### config.mk
export PLATFORM = sky130hd
export DESIGN_NAME = variable_length_instruction_decoder_core
export DESIGN_NICKNAME = d
export VERILOG_FILES = /design/src/hdl/vlid_pkg.sv /design/src/hdl/variable_length_instruction_decoder_core.sv
export VERILOG_INCLUDE_DIRS = /design/src /design/src/hdl
export SDC_FILE = /design/constraint.sdc
export NUM_CORES = 1
export LEC_CHECK = 0
export ABC_CLOCK_PERIOD_IN_PS = 8600
export BUFFER_PORTS_ARGS = -buffer_cell sky130_fd_sc_hd__buf_2
export CAP_MARGIN = 30
export CELL_PAD_IN_SITES_DETAIL_PLACEMENT = 0
export CELL_PAD_IN_SITES_GLOBAL_PLACEMENT = 1
export CORE_MARGIN = 1.5
export CORE_UTILIZATION = 45
export CTS_CLUSTER_DIAMETER = 200
export CTS_CLUSTER_SIZE = 28
export DETAILED_ROUTE_END_ITERATION = 10
export GPL_TIMING_DRIVEN = 0
export HOLD_SLACK_MARGIN = 0.05
export PLACE_DENSITY = 0.89
export RECOVER_POWER = 25
export SYNTH_ARGS = -nofsm -noshare
export SYNTH_HDL_FRONTEND = slang
export SYNTH_SLANG_ARGS = --single-unit
### constraint.sdc
create_clock -name clk -period 8.6 [get_ports clk]
set_input_delay 0.43 -clock clk [delete_from_list [all_inputs] [get_ports clk]]
set_output_delay 0.43 -clock clk [all_outputs]
set_load 0.01 [all_outputs]
### src/hdl/variable_length_instruction_decoder_core_macros.svh
// ---------------------------------------------------------------------------
// Assertion macros for the instruction decoder
// Shared forms of the concurrent checks used in the RTL.
// ---------------------------------------------------------------------------
`ifndef VARIABLE_LENGTH_INSTRUCTION_DECODER_CORE_MACROS_SVH
`define VARIABLE_LENGTH_INSTRUCTION_DECODER_CORE_MACROS_SVH

// The consequent holds in the same cycle as the antecedent.
`define VLID_ASSERT_SAME(label, clk, rst_n, ante, cons, msg) \
	label: assert property (@(posedge clk) disable iff (!(rst_n)) (ante) |-> (cons)) \
		else $error(msg);

// The consequent holds in the cycle after the antecedent.
`define VLID_ASSERT_NEXT(label, clk, rst_n, ante, cons, msg) \
	label: assert property (@(posedge clk) disable iff (!(rst_n)) (ante) |=> (cons)) \
		else $error(msg);

`endif

### src/hdl/vlid_pkg.sv
// ---------------------------------------------------------------------------
// Instruction decoder package
// Operand kinds, opcode codes, register indexes and the decoded record type.
// ---------------------------------------------------------------------------
`timescale 1ns / 1ps
`default_nettype none

package vlid_pkg;

	localparam logic [1:0] KIND_NONE = 2'd0;
	localparam logic [1:0] KIND_REG  = 2'd1;
	localparam logic [1:0] KIND_IMM  = 2'd2;
	localparam logic [1:0] KIND_MEM  = 2'd3;

	localparam logic [4:0] OPC_RSV_A = 5'h09;
	localparam logic [4:0] OPC_RSV_B = 5'h0A;
	localparam logic [4:0] OPC_STOP  = 5'h0F;

	localparam logic [1:0] REG_CODE_BASE    = 2'd0;
	localparam logic [1:0] REG_ENTRY_ADDR   = 2'd1;
	localparam logic [1:0] REG_ENTRY_ENABLE = 2'd2;

	localparam int OPND_BYTES = 6;

	typedef struct packed {
		logic [15:0] start_address;
		logic [2:0]  length;
		logic [4:0]  opcode;
		logic        opcode_known;
		logic [1:0]  a_kind;
		logic [7:0]  a_reg;
		logic [15:0] a_value;
		logic [1:0]  b_kind;
		logic [7:0]  b_reg;
		logic [15:0] b_value;
		logic        at_entry;
		logic        is_stop;
	} record_t;

endpackage

`default_nettype wire

### src/hdl/variable_length_instruction_decoder_core.sv
// A record's last code byte passes the input register and then the result register before the record is valid.
// Throughput: one code byte per cycle, set by the single decode pass between the
// input register and the result register; a full result register stalls input only
// while it is not taken.
// Reset clears the byte counter, the stop flag, both valid flags and the
// configuration registers; the address counter restarts at zero.
// ---------------------------------------------------------------------------
// Variable-length instruction decoder core
// Gathers code bytes into instructions and emits one decoded record for each, up to and including a STOP.
// ---------------------------------------------------------------------------
`timescale 1ns / 1ps
`default_nettype none

`include "variable_length_instruction_decoder_core_macros.svh"

module variable_length_instruction_decoder_core
	import vlid_pkg::*;
#(
	parameter int ADDRESS_BITS = 16
) (
	input  wire logic        clk,
	input  wire logic        arst_n,
	input  wire logic        psel,
	input  wire logic        penable,
	input  wire logic        pwrite,
	input  wire logic [3:0]  paddr,
	input  wire logic [31:0] pwdata,
	output logic      [31:0] prdata,
	output logic             pready,
	input  wire logic        in_valid,
	output logic             in_ready,
	input  wire logic [7:0]  code_byte,
	output logic             out_valid,
	input  wire logic        out_ready,
	output logic      [15:0] start_address,
	output logic      [2:0]  length,
	output logic      [4:0]  opcode,
	output logic             opcode_known,
	output logic      [1:0]  a_kind,
	output logic      [7:0]  a_reg,
	output logic      [15:0] a_value,
	output logic      [1:0]  b_kind,
	output logic      [7:0]  b_reg,
	output logic      [15:0] b_value,
	output logic             at_entry,
	output logic             is_stop
);

	logic [15:0] code_base_q;
	logic [15:0] entry_address_q;
	logic        entry_enable_q;

	logic [ADDRESS_BITS-1:0] byte_address_q;
	logic [ADDRESS_BITS-1:0] instr_start_q;
	logic [7:0]              first_byte_q;
	logic [2:0]              count_q;
	logic                    stopped_q;
	logic [7:0]              opnd_q [OPND_BYTES];

	logic        valid_s1;
	logic [7:0]  byte_s1;

	record_t     rec_q;
	logic        rec_valid_q;

	logic                    advance;
	logic                    process;
	logic                    done;
	logic [7:0]              fb;
	logic [1:0]              bk;
	logic [1:0]              ak;
	logic [2:0]              len;
	logic [2:0]              wr_idx;
	logic [ADDRESS_BITS-1:0] start_cur;
	logic [7:0]              full [OPND_BYTES];
	logic [2:0]              a_pos;
	logic [2:0]              a_pos1;
	logic [2:0]              a_pos2;
	logic [31:0]             start_wide;
	record_t                 rec_d;
	logic                    cfg_wr;

	assign pready = 1'b1;
	assign cfg_wr = psel && penable && pwrite && pready;

	always_comb begin
		case (paddr[3:2])
			REG_CODE_BASE:    prdata = {16'd0, code_base_q};
			REG_ENTRY_ADDR:   prdata = {16'd0, entry_address_q};
			REG_ENTRY_ENABLE: prdata = {31'd0, entry_enable_q};
			default:          prdata = 32'd0;
		endcase
	end

	assign advance  = !rec_valid_q || out_ready;
	assign in_ready = !valid_s1 || advance;
	assign process  = valid_s1 && advance && !stopped_q;

	always_comb begin
		fb        = (count_q == 3'd0) ? byte_s1 : first_byte_q;
		start_cur = (count_q == 3'd0) ? byte_address_q : instr_start_q;
		bk        = fb[7:6];
		ak        = fb[5:4];
		len       = 3'd1 + {1'b0, bk} + {1'b0, ak};
		done      = (count_q + 3'd1) == len;
		wr_idx    = count_q - 3'd1;
		for (int k = 0; k < OPND_BYTES; k++) begin
			full[k] = (count_q != 3'd0 && wr_idx == 3'(k)) ? byte_s1 : opnd_q[k];
		end
		a_pos  = {1'b0, bk};
		a_pos1 = a_pos + 3'd1;
		a_pos2 = a_pos + 3'd2;
		start_wide = 32'(start_cur);

		rec_d               = '0;
		rec_d.start_address = start_wide[15:0];
		rec_d.length        = len;
		rec_d.opcode        = fb[4:0];
		rec_d.opcode_known  = !(fb[4:0] inside {OPC_RSV_A, OPC_RSV_B});
		rec_d.a_kind        = ak;
		rec_d.b_kind        = bk;
		rec_d.at_entry      = entry_enable_q && (start_wide == {16'd0, entry_address_q});
		rec_d.is_stop       = fb[4:0] == OPC_STOP;

		case (bk)
			KIND_REG: begin
				rec_d.b_reg = full[0];
			end
			KIND_IMM: begin
				rec_d.b_value = {full[0], full[1]};
			end
			KIND_MEM: begin
				rec_d.b_reg   = full[0];
				rec_d.b_value = {full[1], full[2]};
			end
			default: begin
			end
		endcase

		case (ak)
			KIND_REG: begin
				rec_d.a_reg = full[a_pos];
			end
			KIND_IMM: begin
				rec_d.a_value = {full[a_pos], full[a_pos1]};
			end
			KIND_MEM: begin
				rec_d.a_reg   = full[a_pos];
				rec_d.a_value = {full[a_pos1], full[a_pos2]};
			end
			default: begin
			end
		endcase
	end

	always_ff @(posedge clk or negedge arst_n) begin
		if (!arst_n) begin
			code_base_q     <= '0;
			entry_address_q <= '0;
			entry_enable_q  <= 1'b0;
		end else if (cfg_wr) begin
			case (paddr[3:2])
				REG_CODE_BASE:    code_base_q     <= pwdata[15:0];
				REG_ENTRY_ADDR:   entry_address_q <= pwdata[15:0];
				REG_ENTRY_ENABLE: entry_enable_q  <= pwdata[0];
				default: begin
				end
			endcase
		end
	end

	always_ff @(posedge clk or negedge arst_n) begin
		if (!arst_n) begin
			valid_s1 <= 1'b0;
		end else if (in_valid && in_ready) begin
			valid_s1 <= 1'b1;
		end else if (advance) begin
			valid_s1 <= 1'b0;
		end
	end

	always_ff @(posedge clk) begin
		if (in_valid && in_ready) begin
			byte_s1 <= code_byte;
		end
	end

	always_ff @(posedge clk or negedge arst_n) begin
		if (!arst_n) begin
			byte_address_q <= '0;
			instr_start_q  <= '0;
			first_byte_q   <= '0;
			count_q        <= '0;
			stopped_q      <= 1'b0;
		end else if (cfg_wr && paddr[3:2] == REG_CODE_BASE) begin
			byte_address_q <= ADDRESS_BITS'(pwdata[15:0]);
		end else if (process) begin
			byte_address_q <= byte_address_q + ADDRESS_BITS'(1);
			if (done) begin
				count_q <= '0;
				if (rec_d.is_stop) begin
					stopped_q <= 1'b1;
				end
			end else begin
				count_q <= count_q + 3'd1;
				if (count_q == 3'd0) begin
					first_byte_q  <= byte_s1;
					instr_start_q <= byte_address_q;
				end
			end
		end
	end

	always_ff @(posedge clk) begin
		if (process && !done && count_q != 3'd0) begin
			opnd_q[wr_idx] <= byte_s1;
		end
	end

	always_ff @(posedge clk or negedge arst_n) begin
		if (!arst_n) begin
			rec_valid_q <= 1'b0;
		end else if (process && done) begin
			rec_valid_q <= 1'b1;
		end else if (out_ready) begin
			rec_valid_q <= 1'b0;
		end
	end

	always_ff @(posedge clk) begin
		if (process && done) begin
			rec_q <= rec_d;
		end
	end

	assign out_valid     = rec_valid_q;
	assign start_address = rec_q.start_address;
	assign length        = rec_q.length;
	assign opcode        = rec_q.opcode;
	assign opcode_known  = rec_q.opcode_known;
	assign a_kind        = rec_q.a_kind;
	assign a_reg         = rec_q.a_reg;
	assign a_value       = rec_q.a_value;
	assign b_kind        = rec_q.b_kind;
	assign b_reg         = rec_q.b_reg;
	assign b_value       = rec_q.b_value;
	assign at_entry      = rec_q.at_entry;
	assign is_stop       = rec_q.is_stop;

	`VLID_ASSERT_SAME(a_len_kinds, clk, arst_n, out_valid,
		(length == 3'd1 + {1'b0, b_kind} + {1'b0, a_kind}), "Record length disagrees with kinds.")
	`VLID_ASSERT_SAME(a_stop_flag, clk, arst_n, out_valid && is_stop, stopped_q,
		"A stop record is shown but the decoder is not stopped.")
	`VLID_ASSERT_NEXT(a_stop_sticky, clk, arst_n, stopped_q, stopped_q,
		"The stop flag cleared without reset.")
	`VLID_ASSERT_SAME(a_ready_free, clk, arst_n, !out_valid, in_ready,
		"Input stalled while the result register is empty.")

endmodule

`default_nettype wire

== Yosys cells after proc, flatten, opt, wreduce, memory -nomap -nowiden ==
Memories as Yosys holds them, arrays and structs flattened.
Index checks and enable logic that the tools add are counted.
Operators by class
  add/subtract/negate cells: 6
  $lt $le $gt $ge: 3
  equality and inequality tests: 18
  mux-type cells: 29
  bitwise gates (word level): 5
  reduce and logical (&&, ||, !) cells: 39
Operators with widths (count)
  $mux 8: 13
  $bmux 8 s3: 3
  $pmux 16 s2: 2
  $mux 16: 3
  $pmux 16 s3: 1
  $add 16x1->16 const B: 1
  $eq 16x16->1: 1
  $logic_and 1x1->1: 16
  $eq 5x4->1 const B: 3
  $ge 4x4->1 const B: 3
  $eq 2x2->1 const B: 5
  $not 3->4: 2
  $reduce_and 2->1: 4
  $reduce_bool 2->1: 4
  $eq 2x1->1 const B: 3
  $eq 3x2->1 const B: 2
  $eq 3x3->1 const B: 2
  $logic_not 3->1: 2
  $mux 1: 6
  $logic_not 1->1: 5
  $not 2->4: 1
  $reduce_and 4->1: 1
  $reduce_or 2->1: 2
  $add 2x1->3 const B: 1
  12 further kinds: 14
Word-level totals
  bits in registers: 166
  bits in writable memories: 48
  input port bits: 51
  output and inout bits: 114
  logic and storage cells: 124
  memories kept: 1
Memory list
  opnd_q: words 6, width 8, rd ports 6, clocked after Yosys merged registers in 0, wr ports 1, RTL line variable_length_instruction_decoder_core.sv:58  | logic [7:0] opnd_q [OPND_BYTES];

== Logic depth before layout (Yosys ltp) ==
  word-level depth: 10
  gate-level depth with buffers: 18
  mapped depth without buffers: 13

== Worst setup path after synthesis ==
OpenSTA, ideal clock, no wires.
  kind: register to register
  from: register count_q[0]
  to: register rec_q (netlist bit a_kind[0]) (enable)
  setup time: 0.514 ns
  data arrival time: 6.608 ns
  data required time: 8.086 ns
  setup slack: 1.477 ns
  cell stages (with the launch flop): 17
  buffers on the path: 4
  clock period less this slack: 7.123 ns
  cells stage by stage: dfrtp_1 > inv_1 > ha_1 > and3b_1 > a21o_1 > buf_4 > inv_2 > buf_2 > buf_2 > buf_2 > ha_1 > xnor2_1 > ha_1 > a311oi_4 > xnor2_1 > nand3_1 > nor2_1
Between the ends
  word-level cells in the longest chain between the ends: 6
  elaborated cells on any way between the ends: 7
  classes of those cells: add/sub (3); eq/ne (1); mux (1); reduce/logical (2)
RTL lines
  start, declared: RTL line variable_length_instruction_decoder_core.sv:56  | logic [2:0] count_q;
  start signal, assigned: RTL line variable_length_instruction_decoder_core.sv:205  | count_q <= count_q + 3'd1;
  $logic_not 3->1: RTL line variable_length_instruction_decoder_core.sv:100  | fb = (count_q == 3'd0) ? byte_s1 : first_byte_q;
  $mux 8
  $add 2x1->3: RTL line variable_length_instruction_decoder_core.sv:104  | len = 3'd1 + {1'b0, bk} + {1'b0, ak};
  $add 3x2->3: RTL line variable_length_instruction_decoder_core.sv:104
  $eq 3x3->1 (*): RTL line variable_length_instruction_decoder_core.sv:105  | done = (count_q + 3'd1) == len;
  $logic_and 1x1->1 (*): RTL line variable_length_instruction_decoder_core.sv:231  | if (process && done) begin
  end signal, assigned: RTL line variable_length_instruction_decoder_core.sv:232  | rec_q <= rec_d;
  end, declared: RTL line variable_length_instruction_decoder_core.sv:63  | record_t rec_q;
Every way passes the cells marked *; elsewhere a longest branch is shown, timed or not.
A chain may end at the register's enable or synchronous reset.

== Worst setup path in the final report ==
  from: register count_q[0]
  to: memory opnd_q[0][7] (enable)
Between the ends
  word-level cells in the longest chain between the ends: 10
  elaborated cells on any way between the ends: 13
  classes of those cells: add/sub (4); eq/ne (1); mux (3); reduce/logical (5)
RTL lines
  $logic_not 3->1: RTL line variable_length_instruction_decoder_core.sv:100
  $mux 8
  $add 2x1->3: RTL line variable_length_instruction_decoder_core.sv:104
  $add 3x2->3: RTL line variable_length_instruction_decoder_core.sv:104
  $eq 3x3->1: RTL line variable_length_instruction_decoder_core.sv:105
  $logic_not 1->1: RTL line variable_length_instruction_decoder_core.sv:215  | if (process && !done && count_q != 3'd0) begin
  $logic_and 1x1->1 (2 in series): RTL line variable_length_instruction_decoder_core.sv:215
  $mux 1: RTL line variable_length_instruction_decoder_core.sv:215
  $mux 1 (not written as such): RTL line variable_length_instruction_decoder_core.sv:216  | opnd_q[wr_idx] <= byte_s1;
  end, declared: RTL line variable_length_instruction_decoder_core.sv:58
Parallel ways exist; a longest one is shown, timed or not.

==> impl_metrics.json <==
{
  "largest_register": "opnd_q",
  "synth-edff-count": 134,
  "start_kind": "register",
  "finalClockSkew_ps": 25.8,
  "io_buffer_count": 129,
  "netlist.top_cell.by_area": "edfxtp_1",
  "max_cap_violations": 2,
  "place_area_sq_um": 11800,
  "internal_power_mw": 2.92,
  "grt.total_usage_pct": 22.7,
  "drive_gt1_share_pct": 22.5,
  "nNetsFinal": 1152,
  "overflow": 0,
  "rsz0062_at_grt": "no",
  "io_pins": 165,
  "grt_pass1_wl_um": 42300,
  "synth_most_common_cell": "nand2_1",
  "synth_seq_cells": 213,
  "largest_reg_flops": 48,
  "power_frac_clock_pct": 11.2,
  "numCtsBuffers": 11,
  "postRouteAntennaNets": 0,
  "synth_warnings": 0,
  "fin_crit_ps": 5480,
  "gp_congestion": 0.917,
  "required_ps": 8790,
  "seq_power_share_pct": 35.1,
  "setup_viol": 0,
  "cp_max_fo": 11,
  "cts_max_level": 1,
  "finalSetupTns_ps": 0,
  "fin_util_pct": 52.0,
  "grt_pass1_vias": 7446,
  "totalWireLength_um": 27600,
  "detail_route.wl_per_cell_um": 19.5,
  "ys_top_cells_by_area": "edfxtp_1 38%, dfrtp_1 19%, nand2_1 5.6%",
  "max_freq_mhz": 183,
  "clockRootBuffer": "clkbuf_16",
  "violations": "capacitance limit, slew limit",
  "clk_latency_ps": 490,
  "ys.flop_type": "edfxtp_1",
  "dp_hpwl_um": 20500,
  "dpl.cell_count": 1395,
  "tightest_slew_ps": 2590,
  "status": "finished with violations",
  "rows": 56,
  "cts_resized": 0,
  "drcViolationCount": 0,
  "syn-instance-count": 923,
  "p_comb_share_pct": 53.7,
  "syn_to_final_growth_pct": 14.3,
  "holdBufCountCts": 1,
  "ys_types": 68,
  "syn_area_sq_um": 10600,
  "synthArstFlopShare_pct": 37.1,
  "numClockSinks": 213,
  "end_kind": "register",
  "crit_path_cell_trace": "inv_1 > ha_1 > and3b_1 > a21o_1 > buf_4 > inv_2 > buf_2 > buf_2 > buf_2 > ha_1 > xnor2_1 > ha_1 > a311oi_4 > xnor2_1 > nand3_1 > nand3_1 > nor3_1 > buf_2",
  "antennaDiodeCount": 0,
  "ir_worst_vdd_mv": 0.195,
  "cts_buffer_depth": 3,
  "yosysSeqAreaShare_pct": 56.5,
  "period_share_pct": 63.7,
  "crit_type": "register to register",
  "yosys-top-cells-count": "159 x nand2_1, 134 x edfxtp_1, 79 x dfrtp_1",
  "vias": 7836,
  "power_density_nw_per_um2": 425,
  "relSlewSlack_pct": -72.7,
  "slowest_stage": "dfrtp_1",
  "hold_viol_final": 0,
  "leakage_nw": 5.03,
  "via_per_inst": 5.55,
  "fillers": 2070,
  "post_cts_buffers": 0,
  "cp_common_cell": "buf_2",
  "hold_class": "input pin to register",
  "start_util_pct": 45.5,
  "slew_viol_final": 82,
  "core_sq_um": 23300,
  "swShare_pct": 43.6,
  "drt_first_pass_iters": 5,
  "arrival_ps": 5670,
  "stdcell_count": 1413,
  "path_clk_slew_ps": 120,
  "initialDrtViolationCount": 736,
  "dieArea_sq_um": 24500,
  "cts_tree": "done",
  "synth.top_cell.area_share_pct": 37.9,
  "synth.avg_cell_area_sq_um": 11.5,
  "antenna_found_initial": 0,
  "grt_max_degree": 49,
  "slowest_delay_ps": 520,
  "die_width_um": 157,
  "final_design_area_no_fill_sq_um": 12100,
  "netSwitchingPower_mw": 2.25,
  "die_height_um": 157
}
==> worst max-delay path: cells and delay by family (launching register included) <==
kind | cells | cell delay, ps
compound gates | 2 | 430
xor+xnor | 2 | 380
fa+ha+maj | 3 | 920
buf+inv | 7 | 1710
flops | 1 | 520
simple gates | 4 | 1210
==> routing by layer <==
| layer | GRT usage [%] | wire length (um) | part of all wire (%) | vias up |
|---|---|---|---|---|
| li1 | - | - | - | 3633 |
| met1 | 31.0 | 12000 | 44 | 3860 |
| met2 | 38.4 | 13200 | 48 | 296 |
| met3 | 2.44 | 1600 | 5.8 | 47 |
| met4 | 6.21 | 730 | 2.6 | 0 |
| met5 | 0 | 0 | 0 | - |
==> stage by stage <==
| step | total power [mW] | hold slack (ps) | worst slack, ps |
|---|---|---|---|
| after floorplan | 3.68 | 134 | 1480 |
| after global placement | 4.51 | 457 | -517 |
| after detailed placement | 4.58 | 401 | 3200 |
| after CTS | 5.16 | 104 | 3130 |
| after global routing | 5.47 | 106 | 2840 |
| final | 5.17 | 117 | 3120 |
==> power groups by stage <==
stage | registers [mW] | clock network, mW | logic, mW
2_1_floorplan | 1.95 | 0 | 1.73
3_3_place_gp | 1.87 | 0 | 2.64
3_5_place_dp | 1.83 | 0 | 2.74
4_1_cts | 1.81 | 0.590 | 2.76
5_1_grt | 1.85 | 0.619 | 3.00
6_report | 1.81 | 0.580 | 2.77
==> placed cells by master (no fill, tap or decap), drive strengths merged, types with 23 or more instances in the layout <==
| cell type | synthesis | layout |
|---|---|---|
| edfxtp | 134 | 134 |
| dfrtp | 79 | 79 |
| o21ai | 36 | 36 |
| nand2 | 162 | 162 |
| mux2 | 46 | 46 |
| mux2i | 60 | 60 |
| buf | 40 | 176 |
| clkbuf | 26 | 44 |
| nand3 | 30 | 30 |
| xnor2 | 24 | 24 |
| nand4 | 26 | 26 |
| nor2 | 63 | 63 |
| a21oi | 23 | 23 |
==> layout make-up <==
class / count / area [sq um] / share of cell area [%]
flip-flops and latches: 213 / 6000 / 49.4
repair buffers: 139 / 733 / 6.04
well taps: 319 / 399 / 3.29
clock inverters: 1 / 16.3 / 0.134
multi-input cells: 647 / 4260 / 35.1
inverters: 12 / 45.0 / 0.371
plain buffers: 66 / 388 / 3.19
clock buffers: 16 / 294 / 2.42
==> worst paths after layout <==
path                                  endpoint  slack, ps       startpoint  cells after the start
setup / recovery                  opnd_q[0][7]       3120       count_q[0]                     18
hold / removal                      byte_s1[0]        120     code_byte[0]                      1
setup reg to reg                  opnd_q[0][7]       3120       count_q[0]                     18
hold reg to reg                code_base_q[11]        490  code_base_q[11]                      2
max in group asynchronous  entry_address_q[10]       4510           arst_n                      3
min in group asynchronous      code_base_q[11]        930           arst_n                      2
==> kinds of logic after synthesis <==
group | share of synthesized area [%]
AOI/OAI and AO/OA | 7.74
DFF | 56.5
xor gates and xnor gates | 3.22
and+or+nand+nor | 15.5
adders and majority gates | 1.30
other | 0.0707
buffers and inverters | 4.08
muxes | 11.6
No activity file was read; power rests on OpenSTA's default activity.
